[src/escdec_pkg.sv]
package escdec_pkg;

  typedef enum logic [1:0] {
    MODE_NORMAL = 2'd0,
    MODE_ESCAPE = 2'd1,
    MODE_HEX1   = 2'd2,
    MODE_HEX2   = 2'd3
  } mode_t;

  typedef enum logic [1:0] {
    KIND_CHAR  = 2'd0,
    KIND_END   = 2'd1,
    KIND_ERROR = 2'd2
  } kind_t;

  localparam logic [7:0] ESCAPE_RESET = 8'h5C;

  localparam logic [7:0] CH_N = 8'h6E;
  localparam logic [7:0] CH_F = 8'h66;
  localparam logic [7:0] CH_R = 8'h72;
  localparam logic [7:0] CH_T = 8'h74;
  localparam logic [7:0] CH_X = 8'h78;

  localparam logic [7:0] CODE_NUL = 8'h00;
  localparam logic [7:0] CODE_TAB = 8'h09;
  localparam logic [7:0] CODE_LF  = 8'h0A;
  localparam logic [7:0] CODE_FF  = 8'h0C;
  localparam logic [7:0] CODE_CR  = 8'h0D;

  typedef struct packed {
    logic       has_result;
    logic [7:0] data;
    kind_t      kind;
  } result_t;

  typedef struct packed {
    mode_t mode;
  } status_t;

  // returns {is_hex, value}
  function automatic logic [4:0] hex_decode(input logic [7:0] ch);
    logic [7:0] v;
    logic       ok;
    v  = 8'd0;
    ok = 1'b1;
    if (ch inside {[8'h30:8'h39]}) begin
      v = ch - 8'h30;
    end else if (ch inside {[8'h61:8'h66]}) begin
      v = ch - 8'h57;
    end else if (ch inside {[8'h41:8'h46]}) begin
      v = ch - 8'h37;
    end else begin
      ok = 1'b0;
    end
    return {ok, v[3:0]};
  endfunction

endpackage

[src/escdec_decode.sv]
module escdec_decode import escdec_pkg::*; (
  input  logic       clk,
  input  logic       rst,
  input  logic [7:0] escape_byte,
  input  logic       item_valid,
  input  logic [7:0] item_byte,
  input  logic       item_end,
  input  logic       advance,
  output result_t    res,
  output status_t    status
);

  mode_t      mode, mode_next;
  logic [3:0] first_value, first_value_next;
  logic       first_hex, first_hex_next;
  logic [4:0] hex;

  assign hex = hex_decode(item_byte);
  assign status.mode = mode;

  // next state
  always_comb begin
    mode_next        = mode;
    first_value_next = first_value;
    first_hex_next   = first_hex;
    if (item_end) begin
      mode_next        = MODE_NORMAL;
      first_value_next = 4'd0;
      first_hex_next   = 1'b0;
    end else begin
      case (mode)
        MODE_NORMAL: begin
          if (item_byte == escape_byte) mode_next = MODE_ESCAPE;
        end
        MODE_ESCAPE: begin
          mode_next = (item_byte == CH_X) ? MODE_HEX1 : MODE_NORMAL;
        end
        MODE_HEX1: begin
          mode_next        = MODE_HEX2;
          first_hex_next   = hex[4];
          first_value_next = hex[3:0];
        end
        MODE_HEX2: begin
          mode_next        = MODE_NORMAL;
          first_value_next = 4'd0;
          first_hex_next   = 1'b0;
        end
        default: mode_next = MODE_NORMAL;
      endcase
    end
  end

  // result
  always_comb begin
    res.has_result = 1'b0;
    res.data       = 8'd0;
    res.kind       = KIND_CHAR;
    if (item_end) begin
      res.has_result = 1'b1;
      res.kind       = (mode == MODE_NORMAL) ? KIND_END : KIND_ERROR;
    end else begin
      case (mode)
        MODE_NORMAL: begin
          res.has_result = (item_byte != escape_byte);
          res.data       = item_byte;
        end
        MODE_ESCAPE: begin
          res.has_result = (item_byte != CH_X);
          case (item_byte)
            CH_N:    res.data = CODE_LF;
            CH_F:    res.data = CODE_FF;
            CH_R:    res.data = CODE_CR;
            CH_T:    res.data = CODE_TAB;
            CODE_LF: res.data = CODE_NUL;
            default: res.data = item_byte;
          endcase
        end
        MODE_HEX1: begin
          res.has_result = 1'b0;
        end
        MODE_HEX2: begin
          res.has_result = 1'b1;
          if (first_hex) begin
            res.data = hex[4] ? {first_value, hex[3:0]} : {4'd0, first_value};
          end
        end
        default: res.has_result = 1'b0;
      endcase
    end
  end

  always_ff @(posedge clk) begin
    if (rst) begin
      mode        <= MODE_NORMAL;
      first_value <= 4'd0;
      first_hex   <= 1'b0;
    end else if (item_valid && advance) begin
      mode        <= mode_next;
      first_value <= first_value_next;
      first_hex   <= first_hex_next;
    end
  end

endmodule

[src/escdec_out_stage.sv]
module escdec_out_stage import escdec_pkg::*; (
  input  logic       clk,
  input  logic       rst,
  input  logic       load,
  input  result_t    res,
  output logic       space,
  output logic       out_valid,
  input  logic       out_ready,
  output logic [7:0] out_byte,
  output logic [1:0] kind
);

  logic       valid;
  logic [7:0] data;
  kind_t      code;

  assign space     = !valid || out_ready;
  assign out_valid = valid;
  assign out_byte  = data;
  assign kind      = code;

  always_ff @(posedge clk) begin
    if (rst) begin
      valid <= 1'b0;
    end else if (load) begin
      valid <= 1'b1;
    end else if (out_ready) begin
      valid <= 1'b0;
    end
  end

  always_ff @(posedge clk) begin
    if (load) begin
      data <= res.data;
      code <= res.kind;
    end
  end

endmodule

[src/escape_sequence_decoder.sv]
// escape sequence decoder
// input channel: in_valid/in_ready carry one item per handshake, either a raw
// byte (in_byte) or an end-of-stream mark (at_end high, in_byte ignored)
// output channel: out_valid/out_ready carry one decoded item: out_byte with
// kind 0 for a character, kind 1 for a clean end, kind 2 for an end inside
// an escape sequence (out_byte is 0 for both end kinds)
// the escape byte, the x and the first hex digit give no output item
// config channel: cfg_valid/cfg_ready write the escape byte from cfg_data;
// cfg_ready is always high, write only while no item is in flight
// path: an item enters the input register at its accepting edge, is decoded
// combinationally from there, and its result is loaded into the output
// register, which drives out_valid
// throughput: one item per cycle while the output stage has space, set by the
// single decode step between the input register and the output register
// when the receiver stalls the result is held, one more item waits in the
// input register, then in_ready drops
// reset: escape byte back to backslash, decoder in normal mode, both
// registers empty
module escape_sequence_decoder import escdec_pkg::*; (
  input  logic       clk,
  input  logic       rst,
  input  logic       in_valid,
  output logic       in_ready,
  input  logic [7:0] in_byte,
  input  logic       at_end,
  output logic       out_valid,
  input  logic       out_ready,
  output logic [7:0] out_byte,
  output logic [1:0] kind,
  input  logic       cfg_valid,
  output logic       cfg_ready,
  input  logic [7:0] cfg_data
);

  logic [7:0] escape_byte;
  logic       stage_valid;
  logic [7:0] stage_byte;
  logic       stage_end;
  logic       advance;
  logic       space;
  logic       load;
  result_t    res;
  status_t    status;

  assign cfg_ready = 1'b1;
  assign advance   = stage_valid && (!res.has_result || space);
  assign load      = advance && res.has_result;
  assign in_ready  = !stage_valid || advance;

  always_ff @(posedge clk) begin
    if (rst) begin
      escape_byte <= ESCAPE_RESET;
    end else if (cfg_valid && cfg_ready) begin
      escape_byte <= cfg_data;
    end
  end

  always_ff @(posedge clk) begin
    if (rst) begin
      stage_valid <= 1'b0;
    end else if (in_valid && in_ready) begin
      stage_valid <= 1'b1;
    end else if (advance) begin
      stage_valid <= 1'b0;
    end
  end

  always_ff @(posedge clk) begin
    if (in_valid && in_ready) begin
      stage_byte <= in_byte;
      stage_end  <= at_end;
    end
  end

  escdec_decode u_decode (
    .clk         (clk),
    .rst         (rst),
    .escape_byte (escape_byte),
    .item_valid  (stage_valid),
    .item_byte   (stage_byte),
    .item_end    (stage_end),
    .advance     (advance),
    .res         (res),
    .status      (status)
  );

  escdec_out_stage u_out (
    .clk       (clk),
    .rst       (rst),
    .load      (load),
    .res       (res),
    .space     (space),
    .out_valid (out_valid),
    .out_ready (out_ready),
    .out_byte  (out_byte),
    .kind      (kind)
  );

  a_end_clears_mode: assert property (@(posedge clk) disable iff (rst)
    advance && stage_end |=> status.mode == MODE_NORMAL)
    else $error("end item left decoder outside normal mode");

  a_end_byte_zero: assert property (@(posedge clk) disable iff (rst)
    out_valid && kind != KIND_CHAR |-> out_byte == 8'd0)
    else $error("end item carries a nonzero byte");

  a_load_shows: assert property (@(posedge clk) disable iff (rst)
    load |=> out_valid)
    else $error("loaded result not presented");

  a_no_overwrite: assert property (@(posedge clk) disable iff (rst)
    out_valid && !out_ready |-> !load)
    else $error("held result overwritten");

endmodule
[config.mk]
export PLATFORM = sky130hd
export DESIGN_NAME = escape_sequence_decoder
export DESIGN_NICKNAME = d
export VERILOG_FILES = /design/src/escdec_pkg.sv /design/src/escdec_decode.sv /design/src/escdec_out_stage.sv /design/src/escape_sequence_decoder.sv
export SDC_FILE = /design/constraint.sdc
export NUM_CORES = 1
export LEC_CHECK = 0
export BUFFER_PORTS_ARGS = -buffer_cell sky130_fd_sc_hd__buf_2
export CORE_ASPECT_RATIO = 2
export CORE_MARGIN = 2
export CORE_UTILIZATION = 45
export DETAILED_ROUTE_END_ITERATION = 16
export PLACE_DENSITY = 0.62
export SLEW_MARGIN = 10
export SYNTH_ARGS = -nofsm -noshare
export SYNTH_HDL_FRONTEND = slang
export SYNTH_SLANG_ARGS = --single-unit
[constraint.sdc]
create_clock -name clk -period 2.77 [get_ports clk]
set_input_delay 0.4155 -clock clk [delete_from_list [all_inputs] [get_ports clk]]
set_output_delay 0.4155 -clock clk [all_outputs]
set_load 0.01 [all_outputs]
# Yosys cells after proc, flatten, opt, wreduce, memory -nomap -nowiden

Cells that the tools add are included.

Register bits after elaboration: 36
Bits in latches: 0
Bits in writable memories: 0
ROM bits: 0
Input port bits: 22
Output and inout bits: 13
Word-level logic and storage cells: 76
Memories: 0

Add/subtract/negate cells: 3
Multipliers: 0
Divide/modulo/power cells: 0
Order comparisons: 6
Equal/unequal tests: 13
Shift-type cells: 0
Mux-type cells: 25
Bitwise operators: 0
Reductions and logical operators: 19

Operators with widths:

| cell                | count |
|---|---|
| $eq 8x7->1 const B  | 5 |
| $pmux 8 s5          | 1 |
| $pmux 8 s3          | 1 |
| $ge 8x7->1 const B  | 2 |
| $le 8x7->1 const B  | 2 |
| $mux 4              | 4 |
| $mux 8              | 2 |
| $mux 1              | 9 |
| $eq 8x4->1 const B  | 1 |
| $eq 8x8->1          | 1 |
| $ge 8x6->1 const B  | 1 |
| $le 8x6->1 const B  | 1 |
| $mux 2              | 4 |
| $ne 8x7->1 const B  | 1 |
| $ne 8x8->1          | 1 |
| $pmux 2 s4          | 1 |
| $pmux 4 s2          | 1 |
| $sub 4x3->4 const B | 2 |
| $logic_and 1x1->1   | 7 |
| $eq 2x2->1 const B  | 2 |
| $pmux 1 s4          | 1 |
| $reduce_and 2->1    | 2 |
| $reduce_bool 2->1   | 2 |
| $sub 4x1->4 const B | 1 |
| 7 further kinds     | 11 |

# Depth between registers and ports, before layout

Gate-level depths: netlist of the first run.

Word-level depth: 9
Depth in mapped cells: 7
Depth with buffers taken out: 7

# Modules after synthesis

From an unflattened synthesis of the first run, not the netlist that was laid out.

Cells, all modules: 197
Area, all modules: 1973.1 µm²

Modules (own cells, without submodules):

| module                  | times used | cells an instance | area an instance (µm²) | seq. area each (µm²) |
|---|---|---|---|---|
| escdec_decode           | 1          | 138               | 985.9                  | 140.1 |
| escape_sequence_decoder | 1          | 45                | 640.6                  | 450.4 |
| escdec_out_stage        | 1          | 14                | 346.6                  | 320.3 |

# Least setup slack after synthesis of the first run

OpenSTA, ideal clock, no wires.

Path type: register to register
Start point: register stage_byte[0]
End point: register u_out.data[0], in the netlist u_out.out_byte[0] (data pin)
Library setup time: 0.256 ns
Arrival time: 2.052 ns
Data required time: 2.514 ns
Path slack: 0.462 ns
Cell stages (with the launch flop): 8
Path buffers: 0
Clock period less this slack: 2.308 ns
Path through: edfxtp_1 -> inv_1 -> ha_1 -> or3b_1 -> nor4_1 -> o31ai_1 -> a22o_1 -> a22o_1

Longest elaborated chain between the ends: 8
Elaborated cells between the ends (all ways): 27
Classes of those cells: add/sub (3); order compare (6); eq/ne (5); mux (10); reduce/logical (3)

RTL lines:

| what                                            | RTL line                      | text |
|---|---|---|
| start, declared                                 | escape_sequence_decoder.sv:37 | `logic [7:0] stage_byte;` |
| start signal, assigned                          | escape_sequence_decoder.sv:70 | `stage_byte <= in_byte;` |
| $ge 8x7->1 / $le 8x7->1 (equally long branches) | escdec_pkg.sv:50              | `end else if (ch inside {[8'h41:8'h46]}) begin` |
| $logic_and 1x1->1                               | escdec_pkg.sv:50              |  |
| $mux 4 / $mux 1 (equally long branches)         | escdec_pkg.sv:50              |  |
| $mux 4 / $mux 1 (equally long branches)         | escdec_pkg.sv:48              | `end else if (ch inside {[8'h61:8'h66]}) begin` |
| $mux 4 / $mux 1 (equally long branches)         | escdec_pkg.sv:46              | `if (ch inside {[8'h30:8'h39]}) begin` |
| $mux 8                                          | escdec_decode.sv:84           | `res.data = hex[4] ? {first_value, hex[3:0]} : {4'd0, first_value};` |
| $mux 8                                          | escdec_decode.sv:83           | `if (first_hex) begin` |
| $pmux 8 s3 *                                    | escdec_decode.sv:62           | `case (mode)` |
| end signal, assigned                            | escdec_out_stage.sv:34        | `data <= res.data;` |
| end, declared                                   | escdec_out_stage.sv:14        | `logic [7:0] data;` |

Every way passes the cells marked *; elsewhere a longest branch is shown, timed or not.
A chain may end at the register's enable or synchronous reset.

# Worst setup path in the final report of the first run

Start point: register stage_byte[1]
End point: output port in_ready

Longest elaborated chain between the ends: 7
Elaborated cells between the ends (all ways): 8
Classes of those cells: eq/ne (2); mux (2); reduce/logical (4)

RTL lines:

| what                                            | RTL line                                 | text |
|---|---|---|
| $ne 8x7->1 / $ne 8x8->1 (equally long branches) | escdec_decode.sv:68, escdec_decode.sv:64 |  |
| $pmux 1 s4 *                                    | escdec_decode.sv:62                      |  |
| $mux 1 *                                        | escdec_decode.sv:58                      | `if (item_end) begin` |
| $logic_not 1->1 *                               | escape_sequence_decoder.sv:46            | `assign advance = stage_valid && (!res.has_result \|\| space);` |
| $logic_or 1x1->1 *                              | escape_sequence_decoder.sv:46            |  |
| $logic_and 1x1->1 *                             | escape_sequence_decoder.sv:46            |  |
| $logic_or 1x1->1 *                              | escape_sequence_decoder.sv:48            | `assign in_ready = !stage_valid \|\| advance;` |
| end, declared                                   | escape_sequence_decoder.sv:23            | `output logic in_ready,` |

Marked as above.

==> impl_metrics.csv, run 1 <==
group,metric,value,unit
clock_network,cts_buffers,5,
worst_setup_path,critical_path.max_stage_delay,530,ps
layout,syn_to_final_growth,16.0,%
clock_network,cts_tree,"done",
drt,final_antenna_net_count,0,
placement,gp_congestion,0.880,
clock_network,cts.sinks,36,
power_and_ir_drop,pwr-share-seq,52.2,%
floorplan,die_x,51.8,um
yosys,syn_area,0.00205,mm^2
drt,wirelength,5.12,mm
worst_setup_path,cp.arrival,2230,ps
floorplan,die_y,99.5,um
sta,tns,0,ps
yosys,synth-seq-cells,36,
layout,final_nets,272,
sta,clock_skew,3.94,ps
global_route,antenna_found_initial,0,
sta,slew_violations,0,
worst_setup_path,path_buf_inv,1,
worst_setup_path,required,2350,ps
worst_hold_path,hold_class,"primary input to flip-flop",
floorplan,fp-row-count,34,
placement,dp_slack,198,ps
sta,fmax,377,MHz
drt,drc,0,
drt,vias,1786,
layout,regArea,911,um^2
sta,rsz0062_at_grt,"false",
outcome,status,"complete, no violations",
flow_run,maxCapViolCount,0,
global_route,grt_max_degree,16,
sta,hold_viol_final,0,
layout,layout-drive-gt1-share,21.9,%
worst_setup_path,end_kind,"primary output",
worst_setup_path,cp_max_fo,7,
yosys,ys_types,56,
yosys,synth_top_family_by_area,"compound AO/OA/AOI/OAI gates",
layout,antenna_cells,0,
yosys,yosys.area_share.adder,2.44,%
drt,wl_per_cell,17.0,um
clock_network,h-tree-depth,2,
yosys,synth-xor-area-share,0,%
placement,io_buffers,33,
layout,fillers,434,
yosys,syn_area_per_cell,9.68,um^2
floorplan,core-area,0.00438,mm^2
power_and_ir_drop,p_sw,0.306,mW
yosys,ys.flop_type,"edfxtp_1",
layout,final_core_util,54.3,%
yosys,synthMuxAreaShare,3.41,%
worst_setup_path,critical_path.top_delay_family,"compound AO/OA/AOI/OAI gates",
sta,worstMarginPinSlew,917,ps
yosys,syn-num-nets,238,
yosys,synth-compound-area-share,24.3,%
sta,period_needed,2650,ps
power_and_ir_drop,cellInternalPower,0.856,mW
placement,post-dp-hpwl,4.05,mm
worst_setup_path,critPathKind,"flip-flop to primary output",
drt,drtIter0Drc,35,
yosys,synth-edff-count,19,
sta,setup_ws,120,ps
power_and_ir_drop,powerDensity,488,mW/mm^2
yosys,synthSimpleGateAreaFrac,20.1,%
clock_network,cts_root_buffer,"clkbuf_8",
layout,multi_input_area,0.00104,mm^2
global_route,grt_usage,21.8,%
power_and_ir_drop,swShare,26.3,%
power_and_ir_drop,max-vdd-ir-drop,406,uV
worst_setup_path,slowest_stage,"or4b_1",
floorplan,start_util,46.8,%
clock_network,clkSlewWorstSetupHoldPaths,70,ps
yosys,ys_warn_count,0,
worst_setup_path,critical_path.cell_chain,"or4b_1, a2bb2oi_1, o41ai_4, a31o_2, or2_1, buf_2",
clock_network,max-clock-path-buffers,2,
drt,vias_per_cell,5.93,
global_route,grt_pass1_vias,1744,
global_route,grt_overflow,0,
sta,slew_headroom,38.7,%
global_route,grt_pass1_wl,8.11,mm
power_and_ir_drop,power.share.clock,34.2,%
power_and_ir_drop,p_comb_share,13.6,%
worst_setup_path,cp-start-kind,"flip-flop",
drt,first_pass_iters,4,
yosys,async_reset_ff_share,0,%
clock_network,cts_setup_buffers,0,
yosys,synth_seq_area_share,44.4,%
sta,setup_viol,0,
clock_network,clock_latency,290,ps
yosys,synth_cells,212,
power_and_ir_drop,p_leak,0.963,nW
floorplan,io_pins,35,
floorplan,dieArea,0.00515,mm^2
sta,fin_crit_sh,95.7,%
-- power groups by stage --
stage	logic, mW	clock network, mW	registers (mW)
after floorplan	0.102	0	0.617
after global placement	0.157	0	0.618
after detailed placement	0.158	0	0.618
after CTS	0.158	0.413	0.606
after global routing	0.175	0.429	0.610
final	0.158	0.397	0.606
-- registers in the layout (all words and copies together), names as in the netlist --
name,flops
escape_byte,8
stage_byte,8
stage_end,1
stage_valid,1
u_decode.first_hex,1
u_decode.first_value,4
u_decode.status,2
u_out.kind,2
u_out.out_byte,8
u_out.out_valid,1
-- worst register-to-register path, cell delays in order, from the launching register on --
cell and delay, ps:
edfxtp_1 480, inv_1 170, o221ai_1 350, o41ai_4 140
a31o_2 300, nor2b_1 710
-- cell type report --
| class | instances | share of cell area, % |
|---|---|---|
| clock buffers | 6 | 3.47 |
| multi-input cells | 149 | 43.7 |
| inverters | 15 | 2.36 |
| well taps | 54 | 2.84 |
| clock inverters | 2 | 0.578 |
| flip-flops and latches | 36 | 38.3 |
| repair buffers | 39 | 8.83 |
-- routing by layer --
layer / global-route usage (%) / share of wire (%) / vias to the layer above
met5: 0 / 0 / -
met4: 12.3 / 4.3 / 0
met3: 3.60 / 3.9 / 16
met2: 42.5 / 57 / 59
met1: 19.5 / 35 / 835
li1: - / - / 876
-- Yosys cell counts, drive strengths merged, types with 4 or more instances --
library cell / count / area [um^2]
a21oi: 9 / 45.0
a22o: 4 / 35.0
a31oi: 5 / 31.3
and2: 5 / 31.3
clkbuf: 9 / 33.8
dfxtp: 17 / 340
edfxtp: 19 / 571
ha: 4 / 50.1
inv: 15 / 56.3
mux2i: 7 / 70.1
nand2: 18 / 67.6
nand2b: 6 / 37.5
nand3: 6 / 30.0
nor2: 9 / 33.8
nor2b: 4 / 25.0
nor3: 4 / 20.0
nor4: 4 / 25.0
o211ai: 6 / 45.0
o31ai: 4 / 30.0
o41ai: 5 / 70.1
-- through the flow --
stage	instances	hold WS [ps]	total power, mW	instance area [um^2]
6_report	301	299	1.16	2380
5_1_grt	301	292	1.21	2380
4_1_cts	301	288	1.18	2370
3_5_place_dp	293	474	0.776	2280
3_3_place_gp	293	466	0.774	2280
2_1_floorplan	212	433	0.719	2050
-- cell usage in the layout, fill, tap and decap left out, types with 4 or more instances in the layout --
cell type | Yosys | final
nand2b_1 | 6 | 6
nand2_1 | 18 | 18
inv_1 | 12 | 12
clkbuf_8 | 0 | 6
o31ai_1 | 4 | 4
a31oi_1 | 5 | 5
o211ai_1 | 6 | 6
buf_4 | 1 | 6
mux2i_1 | 7 | 7
edfxtp_1 | 19 | 19
a21oi_1 | 9 | 9
buf_2 | 2 | 33
and2_1 | 5 | 5
nor3_1 | 4 | 4
nor2_1 | 9 | 9
ha_1 | 4 | 4
nand3_1 | 6 | 6
dfxtp_1 | 17 | 17
nor2b_1 | 4 | 4
a22o_1 | 4 | 4
-- what timing repair did --
action / in CTS / in global routing
endpoints found under the hold margin: 0 / 0
hold buffers: 0 / 0
setup endpoints to repair: 0 / 4
gates resized for setup: 0 / 1
-- logic make-up (layout without fill, tap and decap cells) --
group | count (synthesis) | after routing
simple gates | 74 | 74
buf+inv | 27 | 62
flops | 36 | 36
mux | 7 | 7
compound gates | 63 | 63
fa+ha+maj | 4 | 4
other cells | 1 | 1
-- path summary, 6_finish.rpt --
path	startpoint	to	slack, ps	cells past startpoint
max	stage_byte[1]$_DFFE_PP_	in_ready	120	6
min reg2reg	u_decode.first_hex$_SDFFE_PP0P_	u_decode.first_hex$_SDFFE_PP0P_	490	2
max reg2reg	stage_byte[1]$_DFFE_PP_	u_out.out_byte[0]$_SDFFCE_PP0P_	250	5
min	in_byte[3]	stage_byte[3]$_DFFE_PP_	300	1
(Power assumes the default switching activity.)
==> run 2, diff against run 1 <==
--- a/config.mk
+++ b/config.mk
@@ -9,3 +9,3 @@
 export CORE_ASPECT_RATIO = 2
-export CORE_MARGIN = 2
+export CORE_MARGIN = 5
 export CORE_UTILIZATION = 45
==> constraint.sdc (replaced) <==
create_clock -name clk -period 2.77 [get_ports clk]
set_input_delay 0.6925 -clock clk [delete_from_list [all_inputs] [get_ports clk]]
set_output_delay 0.6925 -clock clk [all_outputs]
set_load 0.01 [all_outputs]
==> impl_metrics.csv, run 2 (same netlist as run 1, synthesis figures left out) <==
group,metric,value,unit
outcome,status,"complete, but fails checks",
outcome,violations,"setup timing",
floorplan,io_pins,35,
sta,fin_crit_sh,100,%
sta,slew_headroom,62.9,%
placement,placed_cells,296,
worst_hold_path,hold_class,"flip-flop to flip-flop",
global_route,grt_overflow,0,
worst_setup_path,cp.arrival,2080,ps
global_route,grt_pass1_wl,8.49,mm
global_route,globalRouteMet3Util,2.94,%
worst_setup_path,critPathKind,"flip-flop to primary output",
floorplan,fp-row-count,34,
sta,setup_ws,-6.24,ps
layout,antenna_cells,0,
worst_setup_path,slowest_stage,"or4b_4",
drt,first_pass_iters,4,
clock_network,cts_root_buffer,"clkbuf_8",
layout,layout-drive-gt1-share,24.4,%
sta,period_needed,2780,ps
power_and_ir_drop,max-vdd-ir-drop,340,uV
global_route,top_usage_layer,"met2",
layout,stdcell_count,308,
global_route,use_met1,17.2,%
clock_network,clock_latency,290,ps
sta,rsz0062_at_grt,"true",
floorplan,die_x,57.8,um
worst_setup_path,critical_path.top_delay_family,"compound AO/OA/AOI/OAI gates",
global_route,grt_pass1_vias,1797,
global_route,antenna_found_initial,0,
drt,drc,0,
placement,dpl_cell_area,0.00230,mm^2
drt,final_antenna_net_count,0,
layout,syn_to_final_growth,18.9,%
worst_setup_path,cp_max_fo,3,
layout,final_cell_mix,"33 x buf_2, 19 x edfxtp_1, 18 x nand2_1",
floorplan,core-area,0.00438,mm^2
power_and_ir_drop,p_leak,0.987,nW
power_and_ir_drop,powerDensity,464,mW/mm^2
sta,worstMarginPinSlew,555,ps
floorplan,start_util,46.8,%
worst_setup_path,path_buf_inv,1,
layout,final_nets,279,
clock_network,max-clock-path-buffers,2,
worst_setup_path,end_kind,"primary output",
worst_setup_path,critical_path.max_stage_delay,550,ps
sta,fmax,360,MHz
clock_network,cts_tree,"done",
worst_setup_path,critical_path.cell_chain,"or4b_4, a2bb2oi_2, o41ai_4, a31o_2, or2_1, buf_2",
flow_run,maxCapViolCount,0,
global_route,gr-usage-met2,34.8,%
layout,final_core_util,55.7,%
clock_network,h-tree-depth,2,
clock_network,cts_buffers,5,
drt,wirelength,5.23,mm
drt,drtIter0Drc,39,
clock_network,cts.sinks,36,
layout,final_area,0.00244,mm^2
clock_network,hold_buffers,0,
floorplan,dieArea,0.00609,mm^2
layout,fillers,415,
global_route,grt_usage,18.2,%
drt,vias,1812,
drt,wl_per_cell,17.0,um
sta,hold_viol_final,0,
clock_network,clkSlewWorstSetupHoldPaths,70,ps
floorplan,die_y,105,um
sta,clock_skew,5.70,ps
placement,post-dp-hpwl,4.18,mm
sta,setup_viol,1,
layout,layout_commonest_cell,"buf_2",
sta,slew_violations,0,
drt,vias_per_cell,5.88,
global_route,grt_max_degree,16,
worst_setup_path,required,2080,ps
worst_setup_path,cp-start-kind,"flip-flop",
placement,gp_congestion,0.912,
placement,io_buffers,33,
[run 2: metal layers]
metal  vias up  wire (um)
met5         -          0
met4         0        283
met3        18        255
met2        60       2960
met1       850       1730
li1        884          -
[run 2: tightest hold or removal path, delay by kind of cell, from the launching register on]
| family | cells | cell delay, ps |
|---|---|---|
| AND/OR/NAND/NOR | 1 | 60 |
| AO/OA/AOI/OAI | 1 | 60 |
| flip-flops | 1 | 310 |
[run 2: cell type report]
| cell class | instances | area [um^2] | share of cell area, % |
|---|---|---|---|
| Clock buffer | 7 | 76.3 | 3.13 |
| Clock inverter | 1 | 5.00 | 0.205 |
| Inverter | 15 | 60.1 | 2.46 |
| Multi-Input combinational cell | 149 | 1060 | 43.3 |
| Sequential cell | 36 | 911 | 37.3 |
| Tap cell | 54 | 67.6 | 2.77 |
| Timing Repair Buffer | 46 | 263 | 10.8 |
[run 2: worst paths after layout]
path                                    from                         endpoint  slack, ps  cells past startpoint
max                  stage_byte[2]$_DFFE_PP_                         in_ready         -6                      6
min reg2reg  u_decode.first_hex$_SDFFE_PP0P_  u_decode.first_hex$_SDFFE_PP0P_        480                      2
max reg2reg          stage_byte[0]$_DFFE_PP_  u_out.out_byte[0]$_SDFFCE_PP0P_        230                      8
min          u_decode.first_hex$_SDFFE_PP0P_  u_decode.first_hex$_SDFFE_PP0P_        480                      2
[run 2: what timing repair did]
action / 4_1_cts / 5_1_grt
pin swaps: 1 / 0
gates cloned: 0 / 0
setup buffers: 3 / 1
endpoints found under the setup margin: 1 / 17
gates resized for setup: 2 / 3
[run 2: power breakdown]
group          internal, mW  leakage, nW  total (mW)  switching, mW
registers             0.588        0.324       0.605         0.0162
logic                0.0729        0.621       0.172         0.0994
clock network         0.176       0.0422       0.354          0.178
total                 0.838        0.987        1.13          0.293
[run 2: metrics by stage]
step           hold WS [ps]  setup slack [ps]  power, mW  setup TNS, ps
4_1_cts                 479             -30.2       1.14          -30.2
3_3_place_gp            463               189      0.777              0
2_1_floorplan           433               343      0.719              0
3_5_place_dp            460               134      0.778              0
6_report                477             -6.24       1.13          -6.24
5_1_grt                 518             -97.2       1.18          -97.2
==> run 3, diff against run 2 <==
- clock period: 2.77 -> 2.9 ns (I/O delays scaled with it)
==> impl_metrics.csv, run 3 (same netlist as run 1, synthesis figures left out) <==
group,metric,value,unit
outcome,status,"complete, no violations",
global_route,antenna_found_initial,0,
clock_network,cts.sinks,36,
drt,wl_per_cell,17.4,um
power_and_ir_drop,p_leak,0.965,nW
layout,syn_to_final_growth,17.1,%
layout,final_nets,275,
sta,worstMarginPinSlew,999,ps
drt,drc,0,
placement,dp_slack,214,ps
clock_network,max-clock-path-buffers,2,
worst_setup_path,required,2170,ps
layout,layout-drive-gt1-share,23.2,%
placement,post-dp-hpwl,4.07,mm
floorplan,fp-row-count,34,
drt,vias,1802,
global_route,grt_usage,18.0,%
layout,layout_commonest_cell,"buf_2",
drt,final_antenna_net_count,0,
clock_network,clock_latency,290,ps
sta,setup_viol,0,
global_route,grt_overflow,0,
global_route,grt_pass1_wl,8.46,mm
sta,period_needed,2840,ps
layout,antenna_cells,0,
global_route,grt_pass1_vias,1800,
sta,rsz0062_at_grt,"true",
layout,final_cell_mix,"33 x buf_2, 19 x edfxtp_1, 18 x nand2_1",
layout,final_core_util,54.8,%
worst_setup_path,rr_worst_depth,7,
floorplan,dieArea,0.00609,mm^2
floorplan,start_util,46.8,%
clock_network,hold_buffers,0,
worst_hold_path,min_path_cells,2,
worst_setup_path,cp_max_fo,3,
sta,slew_headroom,33.2,%
drt,wirelength,5.29,mm
layout,fillers,417,
drt,vias_per_cell,5.93,
clock_network,cts_tree,"done",
clock_network,clkSlewWorstSetupHoldPaths,70,ps
placement,io_buffers,33,
flow_run,maxCapViolCount,0,
sta,hold_viol_final,0,
floorplan,die_y,105,um
worst_setup_path,cp.arrival,2120,ps
worst_setup_path,cp-start-kind,"flip-flop",
sta,fmax,352,MHz
worst_setup_path,end_kind,"primary output",
sta,clock_skew,4.48,ps
clock_network,h-tree-depth,2,
worst_hold_path,hold_class,"flip-flop to flip-flop",
drt,drtIter0Drc,23,
floorplan,io_pins,35,
clock_network,cts_root_buffer,"clkbuf_8",
sta,fin_crit_sh,98.0,%
global_route,grt_max_degree,16,
worst_setup_path,critPathKind,"flip-flop to primary output",
clock_network,cts_buffers,5,
floorplan,die_x,57.8,um
floorplan,core-area,0.00438,mm^2
drt,first_pass_iters,4,
power_and_ir_drop,max-vdd-ir-drop,303,uV
sta,setup_ws,57.6,ps
power_and_ir_drop,powerDensity,449,mW/mm^2
placement,gp_congestion,0.909,
sta,slew_violations,0,
## run 3: cell types whose count changed in the layout (fill, tap and decap cells not counted), sizes merged
cell,delta
buf,-4
## run 3: repair_timing
action,in CTS,in global routing
gates resized for setup,0,4
setup buffers,4,0
hold endpoints to repair,0,0
pin swaps,1,0
cloned,0,0
setup endpoints to repair,1,1
## run 3: final cells by class
class | count | area (um^2) | area share [%]
clock buffer | 7 | 76.3 | 3.18
clock inverter | 1 | 5.00 | 0.208
inverter | 15 | 60.1 | 2.50
multi-input combinational | 149 | 1050 | 43.7
sequential | 36 | 911 | 37.9
tap | 54 | 67.6 | 2.81
timing repair buffer | 42 | 233 | 9.69
## run 3: path summary, 6_finish.rpt
kind,start,endpoint,slack (ps)
worst max-delay path,stage_byte[2]$_DFFE_PP_,in_ready,60
worst min-delay path,u_decode.first_hex$_SDFFE_PP0P_,u_decode.first_hex$_SDFFE_PP0P_,490
worst max register to register,stage_byte[0]$_DFFE_PP_,u_out.out_byte[4]$_SDFFCE_PP0P_,190
worst min register to register,u_decode.first_hex$_SDFFE_PP0P_,u_decode.first_hex$_SDFFE_PP0P_,490
## run 3: stage by stage
step           TNS, ps  hold slack [ps]  total power [mW]  cell area, um^2  cells
2_1_floorplan        0              433             0.687             2050    212
3_3_place_gp         0              477             0.737             2270    292
3_5_place_dp         0              484             0.738             2270    292
4_1_cts              0              495              1.08             2380    304
5_1_grt          -28.7              518              1.12             2400    304
6_report             0              489              1.08             2400    304
## run 3: power by group
group | switching (mW) | internal (mW) | leakage (nW)
combinational | 0.0913 | 0.0648 | 0.599
clock | 0.174 | 0.168 | 0.0422
sequential | 0.0182 | 0.562 | 0.324
total | 0.283 | 0.795 | 0.965
## run 3: worst max-delay path, cell delays in order (launching register included)
cell	delay, ps
edfxtp_1	410
or4b_4	560
a2bb2oi_2	160
o41ai_4	270
a31o_2	220
or2_1	90
buf_2	120
## run 3: per-layer routing
layer  vias up  GRT usage (%)  wire length (um)  part of all wire [%]
li1        874              -                 -                     -
met5         -              0                 0                     0
met4         0           12.3               310                   5.9
met2        52           32.8              2880                    54
met3        22           2.94               229                   4.3
met1       854           17.8              1870                    35
